$ cat src/hw/rtl/slid_pkg.sv
`timescale 1ns / 1ps

package slid_pkg;

  localparam int CAPACITY_DEF = 16;
  localparam int VAL_W        = 32;
  localparam int COUNT_W      = 5;

  typedef enum logic [1:0] {
    OP_INSERT = 2'd0,
    OP_DELETE = 2'd1,
    OP_CLEAR  = 2'd2
  } op_t;

  typedef enum logic [1:0] {
    ST_DONE    = 2'd0,
    ST_FULL    = 2'd1,
    ST_MISSING = 2'd2
  } status_t;

  // Broadcast command to every cell, already qualified (insert only when not full,
  // delete only when a match exists)
  typedef struct packed {
    logic ins;
    logic del;
    logic clr;
  } cmd_t;

  // What a cell shows its neighbours
  typedef struct packed {
    logic signed [VAL_W-1:0] entry;
    logic                    valid;
    logic                    lt;     // valid and entry below the item value
  } link_t;

endpackage

$ cat src/hw/rtl/slid_cell.sv
`timescale 1ns / 1ps

module slid_cell (
  input  logic                             clk,
  input  logic                             rst_n,
  input  slid_pkg::cmd_t                   cmd,
  input  logic signed [slid_pkg::VAL_W-1:0] value,
  input  slid_pkg::link_t                  left,
  input  slid_pkg::link_t                  right,
  output slid_pkg::link_t                  own,
  output logic                             eq
);
  import slid_pkg::*;

  logic signed [VAL_W-1:0] entry_r, entry_nxt;
  logic                    valid_r, valid_nxt;
  logic                    lt;

  assign lt  = valid_r && (entry_r < value);
  assign eq  = valid_r && (entry_r == value);
  assign own = '{entry: entry_r, valid: valid_r, lt: lt};

  always_comb begin
    entry_nxt = entry_r;
    valid_nxt = valid_r;
    if (cmd.clr) begin
      valid_nxt = 1'b0;
    end else if (cmd.ins && !lt) begin
      // the slot just past the smaller entries takes the new value, the rest shift up
      entry_nxt = left.lt ? value : left.entry;
      valid_nxt = valid_r | left.valid;
    end else if (cmd.del && valid_r && !lt) begin
      // from the first equal entry onwards, pull down from the right
      entry_nxt = right.entry;
      valid_nxt = right.valid;
    end
  end

  always_ff @(posedge clk) begin
    entry_r <= entry_nxt;
    if (!rst_n) begin
      valid_r <= 1'b0;
    end else begin
      valid_r <= valid_nxt;
    end
  end

endmodule

$ cat src/hw/rtl/sorted_list_insert_delete.sv
`timescale 1ns / 1ps
// Channel  Ports                                              Direction
// input    start, busy, in_op, in_value                       in (busy out)
// result   out_valid, out_status, out_count, out_smallest,    out
//          out_smallest_valid
//
// One item per cycle: every cell compares its entry with the value and
// shifts in the same cycle, so busy stays low.
// The result appears in the cycle after the item is taken, for one cycle.
// Synchronous reset empties the store; no clearing pass is needed.
// The receiver cannot stall; results are never held back.

module sorted_list_insert_delete #(
  parameter int CAPACITY = slid_pkg::CAPACITY_DEF
) (
  input  logic                                clk,
  input  logic                                rst_n,
  input  logic                                start,
  output logic                                busy,
  input  logic [1:0]                          in_op,
  input  logic signed [slid_pkg::VAL_W-1:0]   in_value,
  output logic                                out_valid,
  output logic [1:0]                          out_status,
  output logic [slid_pkg::COUNT_W-1:0]        out_count,
  output logic signed [slid_pkg::VAL_W-1:0]   out_smallest,
  output logic                                out_smallest_valid
);
  import slid_pkg::*;

  localparam int CW = $clog2(CAPACITY + 1);

  link_t              links [CAPACITY];
  link_t              lefts [CAPACITY];
  link_t              rights[CAPACITY];
  logic [CAPACITY-1:0] eqs;

  cmd_t          cmd;
  logic          accept;
  logic          full;
  logic          found;
  op_t           op;
  logic [CW-1:0] occ_r, occ_nxt;
  status_t       status_r, status_nxt;
  logic          out_valid_r;
  logic [CW+COUNT_W-1:0] occ_ext;

  assign busy   = 1'b0;
  assign accept = start && !busy;
  assign op     = op_t'(in_op);
  assign full   = links[CAPACITY-1].valid;
  assign found  = |eqs;

  always_comb begin
    cmd        = '0;
    status_nxt = ST_DONE;
    occ_nxt    = occ_r;
    if (accept) begin
      unique case (op)
        OP_INSERT: begin
          if (full) begin
            status_nxt = ST_FULL;
          end else begin
            cmd.ins = 1'b1;
            occ_nxt = occ_r + CW'(1);
          end
        end
        OP_DELETE: begin
          if (found) begin
            cmd.del = 1'b1;
            occ_nxt = occ_r - CW'(1);
          end else begin
            status_nxt = ST_MISSING;
          end
        end
        OP_CLEAR: begin
          cmd.clr = 1'b1;
          occ_nxt = '0;
        end
        default: ; // undefined code: no change
      endcase
    end
  end

  for (genvar i = 0; i < CAPACITY; i++) begin : g_cell
    if (i == 0) begin : g_first
      assign lefts[i] = '{entry: '0, valid: 1'b1, lt: 1'b1};
    end else begin : g_mid
      assign lefts[i] = links[i-1];
    end
    if (i == CAPACITY - 1) begin : g_last
      assign rights[i] = '{entry: '0, valid: 1'b0, lt: 1'b0};
    end else begin : g_inner
      assign rights[i] = links[i+1];
    end

    slid_cell u_cell (
      .clk   (clk),
      .rst_n (rst_n),
      .cmd   (cmd),
      .value (in_value),
      .left  (lefts[i]),
      .right (rights[i]),
      .own   (links[i]),
      .eq    (eqs[i])
    );
  end

  always_ff @(posedge clk) begin
    if (!rst_n) begin
      occ_r       <= '0;
      status_r    <= ST_DONE;
      out_valid_r <= 1'b0;
    end else begin
      occ_r       <= occ_nxt;
      status_r    <= status_nxt;
      out_valid_r <= accept;
    end
  end

  // results read straight off the state updated by the item
  assign occ_ext            = {{COUNT_W{1'b0}}, occ_r};
  assign out_valid          = out_valid_r;
  assign out_status         = status_r;
  assign out_count          = occ_ext[COUNT_W-1:0];
  assign out_smallest_valid = links[0].valid;
  assign out_smallest       = links[0].valid ? links[0].entry : '0;

endmodule
$ cat config.mk
export PLATFORM = sky130hd
export DESIGN_NAME = sorted_list_insert_delete
export DESIGN_NICKNAME = d
export VERILOG_FILES = /design/src/hw/rtl/slid_pkg.sv /design/src/hw/rtl/slid_cell.sv /design/src/hw/rtl/sorted_list_insert_delete.sv
export SDC_FILE = /design/constraint.sdc
export NUM_CORES = 2
export LEC_CHECK = 0
export ABC_AREA = 1
export BUFFER_PORTS_ARGS = -buffer_cell sky130_fd_sc_hd__buf_2
export CAP_MARGIN = 20
export CORE_MARGIN = 4
export CORE_UTILIZATION = 50
export DETAILED_ROUTE_END_ITERATION = 7
export GPL_TIMING_DRIVEN = 0
export PLACE_DENSITY = 0.64
export SYNTH_ARGS = -nofsm -noshare
export SYNTH_HDL_FRONTEND = slang
export SYNTH_SLANG_ARGS = --single-unit
$ cat constraint.sdc
create_clock -name clk -period 5.07 [get_ports clk]
set_input_delay 0.2535 -clock clk [delete_from_list [all_inputs] [get_ports clk]]
set_output_delay 0.2535 -clock clk [all_outputs]
set_load 0.05 [all_outputs]
==> metrics.txt <==
run status finished clean; #FFs+latches synth ~540; number of global-route vias before repair 34,900; min setup slack post-route between 0.3 and 0.4 ns; count of cells along the worst register-to-register path 15; first-pass GRT wire length ~190 mm; per-cell via count in the routed design about 5.5; minimum period implied by the final worst setup slack 4.76 ns; worst hold path startpoint in_op[1]; Most Frequent Cell on Critical Path sky130_fd_sc_hd__nand2_1; number of port buffers 47; fraction of final layout cells sized beyond drive strength 1 0.0887; routability congestion estimate from global placement about 0.9; share of synthesized flip-flops with an asynchronous set or reset 0; max incr delay on CP ~0.81 ns; number of cells on the worst hold path 4; setup slack of the most critical reg-to-reg path about 1.0 ns; number of maximum-capacitance constraint violations 0; Critical Path RT ~5.3 ns; Worst setup EP type flip-flop; fraction of the yosys area taken by sequential cells 0.385; endpoint of the worst hold-timing path out_status[1]; number of vias in the routed layout about 36,000; Post-synth top flop sky130_fd_sc_hd__edfxtp_1; Pre-Repair DR Iteration Count 5; die area 87,100 um2; worst-margin pin slew between 1 and 1.5 ns; total standard cell area after synthesis roughly 40,000 um2; starting density of the core 0.504; TritonCTS clock tree done; DRC violations left 0; arrival time of the worst setup path 4.99 ns; top-level I/O count 79; residual overflow from global routing 0; EDFF count, synth about 510; buffers inserted by post-CTS timing repair 0; CTS root buffer sky130_fd_sc_hd__clkbuf_16; worst flop-to-flop path startpoint g_cell[15].u_cell.entry_r[31]; crit share post-route 0.938; number of distinct library cells after synthesis 43; final antenna-violating net count 0; crit path launch type input port; final design instance area without fill 45,600 um2; Hold Path Class in -> reg; mean post-synth cell area a little under 8 um2; Detailed Route WL around 120 mm; Total Negative Setup Slacks 0 ns; CTS H-tree lvls 3; Syn Inst Count ~5,200; Finish-stage setup viols 0; largest fanout of any net on the critical path 32; synth-to-layout area growth 10.5%; Worst Hold Slack around 0.15 ns; maximum clock frequency 210 MHz; maximum count of clock buffers along a single path 3; violation count after the first detailed-route iteration approximately 2,600; clock buffers created by TritonCTS a little under 70; number of max-slew violations in the final report 0; antenna violations before repair 3; horizontal die dimension around 300 um; leakage power figure just over 20 nW; tightest slew margin relative to the limit 0.280; maximum number of pins on one net before global-route repair 33; slowest stage cell, crit path sky130_fd_sc_hd__clkinvlp_4; sinks on the clock net ~540; number of nets in the layout 5,941; floorplan die height 295 um; Cell Area, Placed roughly 43,000 um2; overall routing resource usage 0.279; final hold violation count 0; total power density per cell area approximately 250 nW/um2; floorplan core area 81,800 um2; crit path kind in -> reg; number of nets produced by synthesis just under 6,000; detailed placer's ending HPWL between 100 and 150 mm; RSZ-0062 raised after global routing no; detailed-route wire length per cell 18.9 um; worst skew pair latency about 0.62 ns; Crit Reg-Reg Endpoint g_cell[0].u_cell.entry_r[26]; Max IR drop VDD roughly 0.26 mV; clock tree skew after final layout about 0.024 ns; Worst Setup Slack post-DPL -0.521 ns; yosys warns 0; number of cell rows 105; Critical Path, Cell by Cell clkbuf_1 -> clkinvlp_4 -> ha_1 -> nand2_1 -> nor2_1 -> nand2_1 -> nor2_1 -> nand2_1 -> nand2_1 -> inv_1 -> nand2_1 -> nor2_1 -> nand2_2 -> nand2_2 -> o21ai_0 -> inv_1 -> nor2_4; Clock transition at path regs roughly 0.060 ns
-- cells by family (layout without fill, tap and decap cells) --
| kind of cell | Yosys count | count (layout) | synth area share |
|---|---|---|---|
| AO/OA/AOI/OAI | 1057 | 1057 | 0.135 |
| XOR/XNOR | 3 | 3 | 0.000638 |
| adder cells (fa/ha/maj) | 516 | 516 | 0.157 |
| buffers and inverters | 688 | 887 | 0.0780 |
| flip-flops | 536 | 536 | 0.385 |
| other | 1 | 4 | 0.0000910 |
| AND/OR/NAND/NOR | 2443 | 2443 | 0.245 |
-- final cells by class --
class	instances	area [um2]
multi-input combinational	4020	22200
buffer	235	1490
inverter	453	1760
fill	7804	36300
clock buffer	99	1920
clock inverter	26	169
timing repair buffer	74	856
sequential	536	15900
tap	1070	1340
antenna	3	7.51
-- where the power goes --
group | leakage [nW] | switching [W] | internal, W
Clock | 1.03 | 0.00199 | 0.00269
Combinational | 14.7 | 0.00108 | 0.000506
Sequential | 4.85 | 0.0000586 | 0.00492
-- flip-flops by register name (all words and copies together) (netlist names) --
| signal | count |
|---|---|
| g_cell.u_cell.valid_r | 16 |
| out_valid | 1 |
| out_count | 5 |
| g_cell.u_cell.entry_r | 512 |
| out_status | 2 |
-- metal layers --
| layer | GRT usage | up-vias | wire (um) |
|---|---|---|---|
| met4 | 0.106 | 0 | 4890 |
| met2 | 0.499 | 984 | 59500 |
| li1 | - | 18100 | - |
| met5 | 0 | - | 0 |
| met3 | 0.0294 | 248 | 6680 |
| met1 | 0.350 | 16400 | 51900 |
-- critical path, delay by kind of cell --
kind,cells,cell delay [ns]
simple gates,11,2.20
buf+inv,4,1.56
compound gates,1,0.39
fa+ha+maj,1,0.54
-- cells in the mapped netlist (all sizes together) (24+ instances only) --
cell type	number	area share
nand3	257	0.037
edfxtp	512	0.37
o211ai	64	0.012
a21oi	579	0.071
o21ai	371	0.045
nor2	417	0.041
inv	422	0.039
buf	199	0.033
dfxtp	24	0.012
nand2	1712	0.16
clkbuf	36	0.0033
clkinv	31	0.0029
nand4	50	0.0076
ha	515	0.16
o21a	24	0.0044
-- cell usage in the layout (no fill, tap or decap), types with 24 or more instances in the layout --
master,n
sky130_fd_sc_hd__nand4_1,50
sky130_fd_sc_hd__a21oi_1,575
sky130_fd_sc_hd__buf_4,59
sky130_fd_sc_hd__inv_1,398
sky130_fd_sc_hd__nand2_1,1691
sky130_fd_sc_hd__nand3_1,228
sky130_fd_sc_hd__dfxtp_1,24
sky130_fd_sc_hd__clkinv_1,30
sky130_fd_sc_hd__o211ai_1,64
sky130_fd_sc_hd__o21ai_0,117
sky130_fd_sc_hd__clkbuf_1,57
sky130_fd_sc_hd__ha_1,515
sky130_fd_sc_hd__o21ai_1,254
sky130_fd_sc_hd__edfxtp_1,512
sky130_fd_sc_hd__buf_6,32
sky130_fd_sc_hd__nor2_1,388
sky130_fd_sc_hd__o21a_1,24
sky130_fd_sc_hd__buf_2,155
sky130_fd_sc_hd__clkbuf_16,70
-- worst max-delay path by stage --
stage | start | end | slack, ns
2_1_floorplan | in_value[7] | g_cell[11].u_cell.entry_r[0] | 0.73
3_3_place_gp | in_value[23] | g_cell[0].u_cell.entry_r[26] | -1.73
3_5_place_dp | in_value[4] | g_cell[0].u_cell.entry_r[26] | -0.52
4_1_cts | in_value[7] | g_cell[0].u_cell.entry_r[25] | 0.10
5_1_grt | in_value[1] | g_cell[0].u_cell.entry_r[21] | 0.04
6_report | in_value[22] | g_cell[0].u_cell.entry_r[26] | 0.31
-- repair_timing --
item / in CTS / in global routing
endpoints found under the hold margin: 8 / 0
setup endpoints to repair: 0 / 294
hold buffers: 5 / 0
gates resized for setup: 0 / 10
-- per-stage QoR --
step | total power, W | instances | util
4_1_cts | 0.0113 | 6507 | 0.554
3_3_place_gp | 0.00657 | 6361 | 0.523
6_report | 0.0112 | 6516 | 0.557
2_1_floorplan | 0.00615 | 5244 | -
3_5_place_dp | 0.00663 | 6377 | 0.528
5_1_grt | 0.0117 | 6515 | 0.557
(Power assumes the default switching activity.)
